===== config.mk =====
export PLATFORM = sky130hd
export DESIGN_NAME = cpu_logic_bit_shift_alu
export DESIGN_NICKNAME = d
export VERILOG_FILES = /design/src/rtl/lbsalu_pkg.sv /design/src/rtl/lbsalu_exec.sv /design/src/rtl/cpu_logic_bit_shift_alu.sv
export SDC_FILE = /design/constraint.sdc
export NUM_CORES = 1
export LEC_CHECK = 0
export BUFFER_PORTS_ARGS = -buffer_cell sky130_fd_sc_hd__buf_2
export CAP_MARGIN = 25
export CORE_ASPECT_RATIO = 0.5
export CORE_MARGIN = 2
export CORE_UTILIZATION = 28
export CTS_CLUSTER_SIZE = 24
export DETAILED_ROUTE_END_ITERATION = 6
export GPL_TIMING_DRIVEN = 0
export HOLD_SLACK_MARGIN = 0.08
export SYNTH_ARGS = -nofsm -noshare
export SYNTH_HDL_FRONTEND = slang
export SYNTH_SLANG_ARGS = --single-unit

===== constraint.sdc =====
create_clock -name i_clk -period 9.86 [get_ports i_clk]
set_input_delay 0 -clock i_clk [delete_from_list [all_inputs] [get_ports i_clk]]
set_output_delay 0 -clock i_clk [all_outputs]
set_load 0.01 [all_outputs]

===== src/rtl/lbsalu_pkg.sv =====
// Shared types, operation codes and status bit constants for the logic, bit and shift unit.
package lbsalu_pkg;

    // Operation codes
    localparam logic [4:0] CMD_ORI  = 5'd0;
    localparam logic [4:0] CMD_ANDI = 5'd1;
    localparam logic [4:0] CMD_EORI = 5'd2;
    localparam logic [4:0] CMD_BTST = 5'd3;
    localparam logic [4:0] CMD_BCHG = 5'd4;
    localparam logic [4:0] CMD_BCLR = 5'd5;
    localparam logic [4:0] CMD_BSET = 5'd6;
    localparam logic [4:0] CMD_NOT  = 5'd7;
    localparam logic [4:0] CMD_TST  = 5'd8;
    localparam logic [4:0] CMD_TAS  = 5'd9;
    localparam logic [4:0] CMD_ASR  = 5'd10;
    localparam logic [4:0] CMD_LSR  = 5'd11;
    localparam logic [4:0] CMD_ROXR = 5'd12;
    localparam logic [4:0] CMD_ROR  = 5'd13;
    localparam logic [4:0] CMD_ASL  = 5'd14;
    localparam logic [4:0] CMD_LSL  = 5'd15;
    localparam logic [4:0] CMD_ROXL = 5'd16;
    localparam logic [4:0] CMD_ROL  = 5'd17;

    // Operand sizes
    localparam logic [1:0] SIZE_BYTE = 2'd0;
    localparam logic [1:0] SIZE_WORD = 2'd1;
    localparam logic [1:0] SIZE_LONG = 2'd2;
    localparam logic [1:0] SIZE_BAD  = 2'd3;

    // Exception codes
    localparam logic [1:0] EXC_NONE      = 2'd0;
    localparam logic [1:0] EXC_PRIVILEGE = 2'd1;
    localparam logic [1:0] EXC_ILLEGAL   = 2'd2;

    // Destination that selects the status register form
    localparam logic [2:0] MODE_DREG   = 3'd0;
    localparam logic [2:0] MODE_SPEC   = 3'd7;
    localparam logic [2:0] REG_SRFORM  = 3'd4;

    // Status register bit positions and masks
    localparam int FLAG_C = 0;
    localparam int FLAG_V = 1;
    localparam int FLAG_Z = 2;
    localparam int FLAG_N = 3;
    localparam int FLAG_X = 4;
    localparam int SR_SUPER = 13;
    localparam logic [15:0] SR_MASK  = 16'hF71F;
    localparam logic [7:0]  CCR_MASK = 8'h1F;
    localparam logic [7:0]  TAS_BIT  = 8'h80;

    // One input beat
    typedef struct packed {
        logic [4:0]  cmd;
        logic [1:0]  size;
        logic [2:0]  ea_mode;
        logic [2:0]  ea_register;
        logic [31:0] operand;
        logic [31:0] immediate;
        logic [15:0] status_in;
    } t_item;

    // One result beat
    typedef struct packed {
        logic [31:0] result;
        logic [15:0] status_out;
        logic        write_back;
        logic [1:0]  exception;
    } t_result;

    // Mask of the bits that exist at an operand size.
    function automatic logic [31:0] size_mask(input logic [1:0] sz);
        logic [31:0] m;
        begin
            m = 32'hFFFF_FFFF;
            if (sz == SIZE_BYTE) m = 32'h0000_00FF;
            else if (sz == SIZE_WORD) m = 32'h0000_FFFF;
            return m;
        end
    endfunction

    // Sign bit at an operand size.
    function automatic logic [31:0] size_sign(input logic [1:0] sz);
        logic [31:0] m;
        begin
            m = 32'h8000_0000;
            if (sz == SIZE_BYTE) m = 32'h0000_0080;
            else if (sz == SIZE_WORD) m = 32'h0000_8000;
            return m;
        end
    endfunction

    // Set N and Z from a value, clear V and C, keep everything else.
    function automatic logic [15:0] nz_flags(input logic [15:0] sr, input logic [31:0] v,
                                             input logic [1:0] sz);
        logic [15:0] s;
        begin
            s = sr;
            s[FLAG_C] = 1'b0;
            s[FLAG_V] = 1'b0;
            s[FLAG_Z] = ((v & size_mask(sz)) == 32'd0);
            s[FLAG_N] = ((v & size_sign(sz)) != 32'd0);
            return s;
        end
    endfunction

    // OR, AND or EOR selected by the operation code.
    function automatic logic [31:0] logic_op(input logic [4:0] cmd, input logic [31:0] a,
                                             input logic [31:0] b);
        logic [31:0] r;
        begin
            r = a ^ b;
            if (cmd == CMD_ORI) r = a | b;
            else if (cmd == CMD_ANDI) r = a & b;
            return r;
        end
    endfunction

endpackage


===== src/rtl/lbsalu_exec.sv =====
// Combinational execute logic: one logic, bit or shift instruction to one result.
module lbsalu_exec (
    input  lbsalu_pkg::t_item   i_item,
    output lbsalu_pkg::t_result o_res
);
    import lbsalu_pkg::*;

    logic        srform;
    logic [15:0] sr;
    logic [31:0] res;
    logic [15:0] nsr;
    logic        wb;
    logic [1:0]  exc;
    logic [31:0] ccr_val;
    logic [31:0] sr_val;
    logic [4:0]  bn;
    logic [31:0] bv;
    logic [31:0] bmask;
    logic [15:0] sv;
    logic [15:0] sres;
    logic        xin;
    logic        cout;
    logic        vf;
    logic        setx;

    assign srform = (i_item.ea_mode == MODE_SPEC) && (i_item.ea_register == REG_SRFORM);
    assign sr     = i_item.status_in;

    // Status register forms of the logic immediates.
    assign ccr_val = logic_op(i_item.cmd, {24'd0, sr[7:0]}, {24'd0, i_item.immediate[7:0]});
    assign sr_val  = logic_op(i_item.cmd, {16'd0, sr}, {16'd0, i_item.immediate[15:0]});

    // Bit number and operand width depend on register or memory destination.
    assign bn    = (i_item.ea_mode == MODE_DREG) ? i_item.immediate[4:0]
                                                 : {2'b00, i_item.immediate[2:0]};
    assign bv    = (i_item.ea_mode == MODE_DREG) ? i_item.operand
                                                 : {24'd0, i_item.operand[7:0]};
    assign bmask = 32'd1 << bn;

    // Memory shifts and rotates: one place on a word.
    assign sv  = i_item.operand[15:0];
    assign xin = sr[FLAG_X];

    always_comb begin
        sres = {sv[15], sv[15:1]};
        cout = sv[0];
        vf   = 1'b0;
        setx = 1'b1;
        unique case (i_item.cmd)
            CMD_ASR:  begin sres = {sv[15], sv[15:1]}; cout = sv[0]; end
            CMD_LSR:  begin sres = {1'b0, sv[15:1]};   cout = sv[0]; end
            CMD_ROXR: begin sres = {xin, sv[15:1]};    cout = sv[0]; end
            CMD_ROR:  begin sres = {sv[0], sv[15:1]};  cout = sv[0]; setx = 1'b0; end
            CMD_ASL:  begin
                sres = {sv[14:0], 1'b0};
                cout = sv[15];
                vf   = sv[15] ^ sv[14];
            end
            CMD_LSL:  begin sres = {sv[14:0], 1'b0};   cout = sv[15]; end
            CMD_ROXL: begin sres = {sv[14:0], xin};    cout = sv[15]; end
            CMD_ROL:  begin sres = {sv[14:0], sv[15]}; cout = sv[15]; setx = 1'b0; end
            default:  begin sres = {sv[15], sv[15:1]}; cout = sv[0]; end
        endcase
    end

    // Instruction decode and flag update.
    always_comb begin
        res = 32'd0;
        nsr = sr;
        wb  = 1'b0;
        exc = EXC_NONE;
        priority if (i_item.cmd > CMD_ROL) begin
            exc = EXC_ILLEGAL;
        end else if (i_item.cmd <= CMD_EORI) begin
            if (i_item.size == SIZE_BAD || (srform && i_item.size == SIZE_LONG)) begin
                exc = EXC_ILLEGAL;
            end else if (srform && i_item.size == SIZE_BYTE) begin
                nsr = {sr[15:8], ccr_val[7:0] & CCR_MASK};
            end else if (srform) begin
                if (!sr[SR_SUPER]) exc = EXC_PRIVILEGE;
                else nsr = sr_val[15:0] & SR_MASK;
            end else begin
                res = logic_op(i_item.cmd, i_item.operand, i_item.immediate)
                      & size_mask(i_item.size);
                nsr = nz_flags(sr, res, i_item.size);
                wb  = 1'b1;
            end
        end else if (srform) begin
            exc = EXC_ILLEGAL;
        end else if (i_item.cmd <= CMD_BSET) begin
            nsr[FLAG_Z] = ((bv & bmask) == 32'd0);
            if (i_item.cmd != CMD_BTST) begin
                wb = 1'b1;
                if (i_item.cmd == CMD_BCHG) res = bv ^ bmask;
                else if (i_item.cmd == CMD_BCLR) res = bv & ~bmask;
                else res = bv | bmask;
            end
        end else if (i_item.cmd == CMD_NOT || i_item.cmd == CMD_TST) begin
            if (i_item.size == SIZE_BAD) begin
                exc = EXC_ILLEGAL;
            end else if (i_item.cmd == CMD_NOT) begin
                res = ~i_item.operand & size_mask(i_item.size);
                nsr = nz_flags(sr, res, i_item.size);
                wb  = 1'b1;
            end else begin
                nsr = nz_flags(sr, i_item.operand, i_item.size);
            end
        end else if (i_item.cmd == CMD_TAS) begin
            nsr = nz_flags(sr, {24'd0, i_item.operand[7:0]}, SIZE_BYTE);
            res = {24'd0, i_item.operand[7:0] | TAS_BIT};
            wb  = 1'b1;
        end else begin
            res = {16'd0, sres};
            nsr = nz_flags(sr, {16'd0, sres}, SIZE_WORD);
            nsr[FLAG_C] = cout;
            nsr[FLAG_V] = vf;
            if (setx) nsr[FLAG_X] = cout;
            wb  = 1'b1;
        end

        // An exception leaves the status alone and stores nothing.
        if (exc != EXC_NONE) begin
            res = 32'd0;
            nsr = sr;
            wb  = 1'b0;
        end
    end

    assign o_res.result     = res;
    assign o_res.status_out = nsr;
    assign o_res.write_back = wb;
    assign o_res.exception  = exc;

endmodule


===== src/rtl/cpu_logic_bit_shift_alu.sv =====
// Top level of the logic, bit and shift unit: input register, execute logic, result register.
// An accepted beat is held in the input register; its result is then captured in the result register.
// Throughput: one beat per cycle unless stalled; the execute logic between the registers is single pass.
// The input register can take one more beat while a finished result waits; once both hold
// beats, o_stall follows i_stall in the same cycle until the downstream side takes the result.
// Reset (synchronous, active low) empties both registers; payload registers are not cleared.
module cpu_logic_bit_shift_alu (
    input  logic        i_clk,
    input  logic        i_rst_n,
    input  logic        i_valid,
    output logic        o_stall,
    input  logic [4:0]  i_cmd,
    input  logic [1:0]  i_size,
    input  logic [2:0]  i_ea_mode,
    input  logic [2:0]  i_ea_register,
    input  logic [31:0] i_operand,
    input  logic [31:0] i_immediate,
    input  logic [15:0] i_status_in,
    output logic        o_valid,
    input  logic        i_stall,
    output logic [31:0] o_result,
    output logic [15:0] o_status_out,
    output logic        o_write_back,
    output logic [1:0]  o_exception
);
    import lbsalu_pkg::*;

    logic    r_in_valid;
    logic    n_in_valid;
    t_item   r_in;
    logic    r_out_valid;
    logic    n_out_valid;
    t_result r_out;
    t_result exec_res;
    logic    out_ready;
    logic    in_ready;
    logic    in_take;
    logic    out_load;

    // Handshake: the result register frees when empty or taken, the input register behind it.
    assign out_ready = !r_out_valid || !i_stall;
    assign in_ready  = !r_in_valid || out_ready;
    assign o_stall   = !in_ready;
    assign in_take   = i_valid && in_ready;
    assign out_load  = r_in_valid && out_ready;

    always_comb begin
        n_in_valid = r_in_valid;
        if (in_take) n_in_valid = 1'b1;
        else if (out_ready) n_in_valid = 1'b0;
        n_out_valid = r_out_valid;
        if (out_ready) n_out_valid = r_in_valid;
    end

    // Valid bits.
    always_ff @(posedge i_clk) begin
        if (!i_rst_n) begin
            r_in_valid  <= 1'b0;
            r_out_valid <= 1'b0;
        end else begin
            r_in_valid  <= n_in_valid;
            r_out_valid <= n_out_valid;
        end
    end

    // Input register captures an accepted beat.
    always_ff @(posedge i_clk) begin
        if (in_take) begin
            r_in.cmd         <= i_cmd;
            r_in.size        <= i_size;
            r_in.ea_mode     <= i_ea_mode;
            r_in.ea_register <= i_ea_register;
            r_in.operand     <= i_operand;
            r_in.immediate   <= i_immediate;
            r_in.status_in   <= i_status_in;
        end
    end

    lbsalu_exec u_exec (
        .i_item (r_in),
        .o_res  (exec_res)
    );

    // Result register.
    always_ff @(posedge i_clk) begin
        if (out_load) begin
            r_out <= exec_res;
        end
    end

    assign o_valid      = r_out_valid;
    assign o_result     = r_out.result;
    assign o_status_out = r_out.status_out;
    assign o_write_back = r_out.write_back;
    assign o_exception  = r_out.exception;

    // A waiting input beat stays put while the result register is blocked.
    a_in_hold: assert property (@(posedge i_clk) disable iff (!i_rst_n)
        r_in_valid && !out_ready |=> r_in_valid && $stable(r_in))
        else $error("input register lost or changed a waiting beat");

    // A beat that is stored or that raises an exception never does both.
    a_wb_exc: assert property (@(posedge i_clk) disable iff (!i_rst_n)
        o_valid && o_write_back |-> o_exception == EXC_NONE)
        else $error("write-back with exception");

    // Nothing to store means a zero result.
    a_nowb_zero: assert property (@(posedge i_clk) disable iff (!i_rst_n)
        o_valid && !o_write_back |-> o_result == 32'd0)
        else $error("nonzero result without write-back");

    // A result beat only appears after an input beat was held.
    a_out_from_in: assert property (@(posedge i_clk) disable iff (!i_rst_n)
        !r_out_valid && !r_in_valid |=> !r_out_valid)
        else $error("result beat without input beat");

endmodule


==> impl_metrics.csv, run 1 <==
group,metric,value,unit
grt,track_usage,19.1,%
clocking,clkLatencyLatePin,450,ps
routing,drtPass1Iterations,5,
logic_synthesis,syn_inst,1099,
layout,multiInputGateArea,5640,sq um
sta,finalCritPeriodShare,45.3,%
layout,area_growth,28.6,%
logic_synthesis,ys_ff_latch,146,
logic_synthesis,ys_warn_count,0,
layout,fin_nets,1586,
power,switching_share,28.6,%
layout,final_common_cell,"buf_2",
layout,seqCellArea,4360,sq um
power,peakVddDrop,0.0971,mV
floorplan,initial_core_util,28.4,%
sta,post-route-min-period,4460,ps
clocking,ctsHtreeMaxLevel,4,
layout,nFillCells,3669,
clocking,post_cts_buffers,0,
routing,routed_wirelength,38000,um
run,cap_violations,0,
routing,avgRoutedWirePerCell,20.3,um
floorplan,core_area,37300,sq um
sta,slew_viol_final,0,
clocking,cts-resized-gates,0,
logic_synthesis,yosysUniqueCellTypes,62,
clocking,clockBufferDepth,2,
clocking,path_clk_slew,60,ps
critical_path,cpPeakStageDelay,610,ps
sta,fin_setup_tns,0,ps
sta,skew,10.3,ps
logic_synthesis,synth_top_area_cell,"edfxtp_1",
grt,antenna_found_initial,1,
logic_synthesis,syn_area,10600,sq um
power,cell_internal_pwr,1230,uW
power,combPwrFrac,18.3,%
layout,drive_above_1_share,17.7,%
power,switchingPower,491,uW
power,seqPwrFrac,44.2,%
floorplan,dieArea,39500,sq um
clocking,cts_hold_buf,97,
grt,grt_max_degree,33,
routing,route.vias.total,9739,
critical_path,crit_type,"flip-flop to flip-flop",
place,numPortBuffers,149,
logic_synthesis,ys_seq_area_share,41.2,%
critical_path,critPathMaxFanout,10,
sta,slew_headroom,35.5,%
logic_synthesis,syn_area_per_cell,9.64,sq um
clocking,cts_buffers,17,
logic_synthesis,ys_top_cells_by_area,"edfxtp_1 41%, ha_1 14%, mux2i_1 4.7%",
power,p_leak,0.00587,uW
logic_synthesis,synth_edf_count,144,
critical_path,startpoint_type,"flip-flop",
critical_path,cp-end-kind,"flip-flop",
clocking,cts_root_buffer,"clkbuf_16",
sta,setup_viol,0,
power,clock_power_share,37.5,%
critical_path,crit_top_cell,"clkbuf_1",
sta,grt_setup_unrepaired,"no",
power,cellPowerDensity,126,nW/um^2
layout,final_area,13600,sq um
logic_synthesis,async_flop_share,0,%
grt,grt_pass1_wl,56400,um
place,hpwl,28800,um
routing,drt_iter0_markers,981,
worst_hold_path,hold_class,"primary input to flip-flop",
logic_synthesis,synth_nets,1316,
floorplan,dieWidth,279,um
sta,final_hold_viol_count,0,
place,placed_cell_area,12100,sq um
critical_path,critPathRequiredTime,10010,ps
critical_path,critPathSlowestCell,"edfxtp_1",
critical_path,worst_ep_arrival_time,4620,ps
clocking,cts_tree,"done",
layout,final_util,36.5,%
sta,fmax,224,MHz
floorplan,die_y,142,um
layout,most-common-layout-cells,"159 x buf_2, 144 x edfxtp_1, 120 x ha_1",
routing,viasPerCell,5.19,
logic_synthesis,yosys_most_used_dff,"edfxtp_1",
layout,num_antenna_cells,0,
routing,ant_nets,0,
routing,drc_errors,0,
grt,grt_overflow_total,0,
clocking,cts_sinks,146,
floorplan,num_io_pins,150,
critical_path,path_cells,"buf_2, clkbuf_1, buf_2, nand3_1, and2_1, clkbuf_1, nand2_1, clkbuf_1, o22ai_1, a22oi_1, nor2_1",
floorplan,rows,50,
grt,grt_pass1_vias,9114,
place,routabilityCongestion,0.946,
logic_synthesis,synth_top_area_share,40.8,%
sta,worst_pin_slew,958,ps
status,status,"completed",
-- cell usage after synthesis, types with 5 or more instances --
cell type / count
and2_1: 8
o21bai_1: 8
nor3_1: 18
nor2_1: 107
buf_2: 10
ha_1: 120
o22ai_1: 23
o211ai_1: 11
a21oi_1: 73
nand4_1: 16
or4_1: 5
o22a_1: 22
nand3_1: 18
edfxtp_1: 144
and3_1: 5
or2_2: 9
o21ai_0: 64
inv_1: 87
nand2b_1: 5
nand2_1: 88
or3_1: 6
nor4_1: 18
a311oi_1: 6
and2_0: 5
a31oi_1: 12
o31ai_1: 5
mux2_2: 30
mux2i_1: 50
clkbuf_1: 54
nor2b_1: 7
a22o_1: 7
-- flip-flops by register name, indices dropped and copies added, names as in the netlist --
| signal | flops |
|---|---|
| o_exception | 2 |
| o_result | 32 |
| o_status_out | 16 |
| o_valid | 1 |
| o_write_back | 1 |
| r_in | 93 |
| r_in_valid | 1 |
-- routing by layer --
layer,track usage [%],share of wire [%],vias up
met5,0,0,-
li1,-,-,4568
met1,25.8,44,4735
met4,5.55,2.0,0
met3,3.75,7.6,50
met2,31.2,47,386
-- area by class of cell --
type                            instances  share of cell area [%]
Inverter                               87                    2.40
Tap cell                              494                    4.54
Timing Repair Buffer                  251                    13.4
Buffer                                 69                    2.05
Clock inverter                         13                    1.00
Multi-Input combinational cell        797                    41.4
Clock buffer                           18                    3.15
Sequential cell                       146                    32.0
-- cell families (layout without fill, tap and decap cells) --
logic type / after synthesis / in the layout / synth area share, %
muxes: 80 / 80 / 7.91
and+or+nand+nor: 329 / 329 / 14.8
AOI/OAI and AO/OA: 263 / 263 / 15.8
adders and majority gates: 121 / 121 / 14.3
buffers and inverters: 156 / 438 / 5.72
DFF: 146 / 146 / 41.2
xor gates and xnor gates: 4 / 4 / 0.331
-- per-stage QoR --
stage	hold slack [ps]	std cells	power, uW	setup WS (ps)
2_1_floorplan	98.9	1099	930	4610
3_3_place_gp	176	1742	1050	2530
3_5_place_dp	178	1747	1050	5600
4_1_cts	245	1875	1720	5600
5_1_grt	249	1875	1780	5350
6_report	260	1875	1720	5400
-- power by group through the flow --
| stage | Sequential (uW) | Clock [uW] | Combinational (uW) |
|---|---|---|---|
| after detailed placement | 771 | 0 | 278 |
| after CTS | 758 | 654 | 309 |
| final | 759 | 645 | 315 |
| after floorplan | 768 | 0 | 162 |
| after global routing | 763 | 677 | 344 |
| after global placement | 777 | 0 | 268 |
-- worst max-delay path, delay by kind of cell, from the launching register on --
family / cells / cell delay [ps]
buffers and inverters: 5 / 2300
and+or+nand+nor: 4 / 790
DFF: 1 / 610
AOI/OAI and AO/OA: 2 / 460
-- final timing paths --
path,end,depth (start not counted),slack (ps),from
max,o_result[11],11,5400,r_in[88]
min,r_in[34],2,260,i_immediate[18]
max reg2reg,o_result[11],11,5400,r_in[88]
min reg2reg,o_status_out[5],1,520,r_in[5]
No activity file was read; power rests on OpenSTA's default activity.
==> run 2: changes to the inputs <==
==> constraint.sdc (replaced) <==
create_clock -name i_clk -period 3.6 [get_ports i_clk]
set_input_delay 0 -clock i_clk [delete_from_list [all_inputs] [get_ports i_clk]]
set_output_delay 0 -clock i_clk [all_outputs]
set_load 0.01 [all_outputs]
==> impl_metrics.csv, run 2 (synthesized netlist as in run 1, its figures left out) <==
group,metric,value,unit
sta,skew,10.7,ps
floorplan,die_y,142,um
place,routabilityCongestion,0.964,
sta,grt_setup_unrepaired,"yes",
routing,ant_nets,0,
critical_path,crit_type,"flip-flop to flip-flop",
sta,hold_ws,136,ps
clocking,path_clk_slew,70,ps
sta,setup_viol,4,
layout,fin_cells,1876,
sta,finalCritPeriodShare,101,%
sta,slew_viol_final,0,
routing,drc_errors,0,
layout,most-common-layout-cells,"161 x buf_2, 144 x edfxtp_1, 120 x ha_1",
critical_path,r2r_slack,-30,ps
clocking,ctsHtreeMaxLevel,4,
critical_path,worst_ep_arrival_time,3890,ps
grt,antenna_found_initial,0,
place,hpwl,28600,um
routing,routed_wirelength,38000,um
layout,largest_reg_flops,93,
status,status,"complete, but fails checks",
floorplan,initial_core_util,28.4,%
critical_path,cp-end-kind,"flip-flop",
power,peakVddDrop,0.250,mV
floorplan,dieWidth,279,um
floorplan,num_io_pins,150,
clocking,cts_buffers,17,
grt,grt_pass1_wl,56100,um
layout,final_common_cell,"buf_2",
critical_path,crit_family,"buffers and inverters",
clocking,cts_root_buffer,"clkbuf_16",
routing,viasPerCell,5.15,
critical_path,crit_buf_inv,3,
status,violations,"negative setup slack",
worst_hold_path,worstHoldStart,"i_valid",
grt,grt_max_degree,34,
place,numPortBuffers,149,
critical_path,critPathRequiredTime,3870,ps
sta,worst_pin_slew,1050,ps
grt,track_usage,19.0,%
floorplan,rows,50,
floorplan,dieArea,39500,sq um
power,cellPowerDensity,348,nW/um^2
clocking,clkLatencyLatePin,450,ps
critical_path,r2r-start,"r_in[87]",
routing,route.vias.total,9670,
critical_path,startpoint_type,"flip-flop",
clocking,cts_tree,"done",
routing,drt_iter0_markers,1058,
sta,setup_ws,-26.1,ps
routing,drtPass1Iterations,5,
routing,avgRoutedWirePerCell,20.3,um
critical_path,critPathMaxFanout,10,
critical_path,critPathSlowestCell,"clkdlybuf4s15_1",
critical_path,crit_top_cell,"clkbuf_1",
clocking,cts_sinks,146,
place,dp_slack,-590,ps
layout,area_growth,29.4,%
sta,final_hold_viol_count,0,
critical_path,r2r_end,"o_result[24]",
place,post-place-cells,1746,
run,cap_violations,0,
sta,slew_headroom,29.6,%
grt,grt_overflow_total,0,
critical_path,reg2reg_depth,6,
worst_hold_path,min_to,"r_in[47]",
layout,drive_above_1_share,19.6,%
critical_path,path_cells,"clkbuf_1, clkdlybuf4s15_1, nand3b_1, clkbuf_1, o22a_1, o22ai_1",
layout,final_util,36.7,%
layout,regMostFlops,"r_in",
grt,grt_pass1_vias,9430,
layout,fin_nets,1587,
layout,nFillCells,3728,
clocking,clockBufferDepth,2,
critical_path,cpPeakStageDelay,800,ps
worst_hold_path,hold_class,"primary input to flip-flop",
power,power,4770,uW
power,p_leak,0.00593,uW
layout,num_antenna_cells,0,
sta,post-route-min-period,3630,ps
worst_hold_path,worstHoldPathCells,2,
floorplan,core_area,37300,sq um
sta,fmax,276,MHz
-- run 2: changes by cell type in the layout (fill, tap and decap cells not counted), sizes merged --
cell | previous run | this run
clkbuf | 72 | 69
clkinv | 5 | 6
inv | 90 | 89
buf | 169 | 173
clkinvlp | 3 | 2
bufinv | 2 | 3
dlygate4sd3 | 97 | 96
clkdlybuf4s15 | 0 | 1
-- run 2: layout make-up --
class / instances / area [sq um] / share of cell area, %
flip-flops and latches: 146 / 4360 / 31.8
clock inverters: 13 / 159 / 1.16
inverters: 87 / 327 / 2.38
clock buffers: 18 / 429 / 3.13
well taps: 494 / 618 / 4.51
plain buffers: 68 / 305 / 2.23
multi-input cells: 797 / 5690 / 41.5
repair buffers: 253 / 1820 / 13.3
-- run 2: power breakdown --
group / leakage, uW / internal, uW / total [uW] / switching, uW
Sequential: 0.00140 / 1990 / 2080 / 90.0
Clock: 0.000284 / 1080 / 1820 / 739
Combinational: 0.00425 / 363 / 870 / 507
-- run 2: worst max-delay path by stage --
| stage | startpoint | end | slack (ps) | cells past startpoint |
|---|---|---|---|---|
| global route | r_in[89] | o_status_out[2] | -50 | 9 |
| CTS | r_in[92] | o_status_out[2] | 60 | 10 |
| finish | r_in[87] | o_result[24] | -30 | 6 |
| global placement | r_in_valid | o_result[0] | -1210 | 1 |
| floorplan | o_valid | r_in[0] | 150 | 2 |
| detailed placement | r_in[88] | o_result[11] | -590 | 11 |
-- run 2: routing by layer --
| metal | global-route usage [%] | routed length [um] |
|---|---|---|
| met2 | 31.4 | 17600 |
| met4 | 6.08 | 884 |
| met1 | 24.1 | 16300 |
| met3 | 5.58 | 3250 |
| met5 | 0 | 0 |
-- run 2: repair_timing --
action                                  in CTS  in global routing
gates cloned                                 0                  0
hold buffers                                96                  0
buffers inserted                             2                  2
endpoints found under the hold margin       97                  0
pin swaps                                    1                  1
gates resized for setup                     16                 20
endpoints found under the setup margin      34                 14
-- run 2: per-stage QoR --
step | TNS [ps] | instance area (sq um)
floorplan | 0 | 10600
global placement | -159690 | 12000
global route | -123 | 13700
CTS | 0 | 13700
detailed placement | -9620 | 12100
finish | -73.6 | 13700
==> run 3: changes to the inputs <==
==> constraint.sdc (replaced) <==
create_clock -name i_clk -period 3.1 [get_ports i_clk]
set_input_delay 0 -clock i_clk [delete_from_list [all_inputs] [get_ports i_clk]]
set_output_delay 0 -clock i_clk [all_outputs]
set_load 0.01 [all_outputs]
==> impl_metrics.csv, run 3 (synthesized netlist as in run 1, its figures left out) <==
group,metric,value,unit
status,status,"complete, but fails checks",
status,violations,"negative setup slack",
grt,grt_pass1_vias,9577,
place,dp_slack,-1270,ps
critical_path,critPathMaxFanout,10,
routing,route.vias.total,9826,
routing,drtPass1Iterations,7,
sta,worst_pin_slew,964,ps
routing,viasPerCell,5.19,
sta,skew,8.55,ps
sta,slew_headroom,35.1,%
sta,setup_viol,1,
layout,regMostFlops,"r_in",
layout,seqCellArea,4360,sq um
clocking,clkLatencyLatePin,440,ps
layout,final_common_cell,"buf_2",
sta,slew_viol_final,0,
critical_path,critPathSlowestCell,"or4_4",
floorplan,initial_core_util,28.4,%
floorplan,dieArea,39500,sq um
clocking,cts_buffers,17,
layout,most-common-layout-cells,"156 x buf_2, 144 x edfxtp_1, 120 x ha_1",
place,hpwl,28700,um
power,peakVddDrop,0.323,mV
sta,final_hold_viol_count,0,
floorplan,num_io_pins,150,
clocking,path_clk_slew,70,ps
place,post-place-cells,1746,
place,numPortBuffers,149,
critical_path,worst_ep_arrival_time,3570,ps
place,placed_cell_area,12100,sq um
routing,routed_wirelength,38500,um
layout,num_antenna_cells,0,
floorplan,rows,50,
clocking,cts_sinks,146,
routing,avgRoutedWirePerCell,20.3,um
power,p_leak,0.00614,uW
layout,fin_nets,1604,
clocking,ctsHtreeMaxLevel,4,
clocking,cts_root_buffer,"clkbuf_16",
critical_path,crit_family,"simple AND/OR/NAND/NOR gates",
critical_path,startpoint_type,"flip-flop",
clocking,cts_tree,"done",
sta,grt_setup_unrepaired,"yes",
critical_path,critPathRequiredTime,3350,ps
sta,finalCritPeriodShare,107,%
layout,final_util,37.9,%
grt,grt_max_degree,34,
run,cap_violations,0,
critical_path,cp-end-kind,"flip-flop",
layout,fin_cells,1894,
layout,multiInputGateArea,5850,sq um
routing,drc_errors,0,
critical_path,cpPeakStageDelay,630,ps
sta,setup_ws,-216,ps
grt,grt_pass1_wl,57200,um
floorplan,dieWidth,279,um
place,routabilityCongestion,0.984,
layout,largest_reg_flops,93,
layout,area_growth,33.7,%
floorplan,die_y,142,um
layout,drive_above_1_share,23.8,%
grt,track_usage,19.3,%
routing,ant_nets,0,
floorplan,core_area,37300,sq um
grt,grt_overflow_total,0,
critical_path,crit_buf_inv,4,
critical_path,crit_type,"flip-flop to flip-flop",
grt,antenna_found_initial,0,
layout,nFillCells,3666,
routing,drt_iter0_markers,1102,
clocking,clockBufferDepth,2,
sta,post-route-min-period,3320,ps
worst_hold_path,hold_class,"primary input to flip-flop",
critical_path,path_cells,"buf_6, or4_4, buf_8, buf_12, buf_12, nand2_4, o211ai_1, nor3_2, nand4_1, or4_4, a32oi_4",
sta,fmax,302,MHz
layout,final_area,14200,sq um
power,cellPowerDensity,406,nW/um^2
-- run 3: cell count changes in the layout (fill, tap and decap cells not counted), moves of 3 or more --
cell,change
buf_4,+31
nor3_2,+3
buf_2,-5
nor3_1,-3
o21ai_0,-13
o21ai_1,+9
clkbuf_1,-16
clkbuf_4,+5
o21ai_2,+4
-- run 3: per-stage QoR --
step	power, uW	hold WS [ps]	TNS [ps]
4_1_cts	5720	114	-144
5_1_grt	5950	150	-210
2_1_floorplan	2950	98.9	0
3_3_place_gp	3310	176	-39130
6_report	5750	141	-216
3_5_place_dp	3330	178	-38100
-- run 3: layout make-up --
type,instances,area share [%]
Multi-Input combinational cell,797,41.3
Sequential cell,146,30.8
Timing Repair Buffer,276,14.1
Tap cell,494,4.37
Clock buffer,18,3.03
Buffer,62,2.62
Inverter,87,2.31
Clock inverter,14,1.42
-- run 3: worst paths after layout --
kind                 start         endpoint  slack [ps]  depth (start not counted)
setup / recovery  r_in[91]  o_status_out[2]        -220                         11
hold / removal     i_valid         r_in[85]         140                          2
setup reg to reg  r_in[91]  o_status_out[2]        -220                         11
hold reg to reg    r_in[5]  o_status_out[5]         520                          1
-- run 3: timing repair --
| item | in CTS | in global routing |
|---|---|---|
| resized for setup | 62 | 63 |
| hold buffers | 96 | 0 |
| setup buffers | 5 | 22 |
| pin swaps | 5 | 11 |
| hold endpoints to repair | 106 | 0 |
| setup endpoints to repair | 45 | 38 |
-- run 3: power by group --
part	internal [uW]	switching (uW)	leakage [uW]	total [uW]
registers	2310	102	0.00140	2410
logic	462	616	0.00443	1080
clock network	1360	896	0.000309	2260
-- run 3: routing by layer --
layer	GRT usage, %	part of all wire [%]	vias up
met3	4.91	6.9	55
met2	31.5	47	348
met4	7.41	2.7	0
li1	-	-	4609
met1	24.8	43	4814
met5	0	0	-
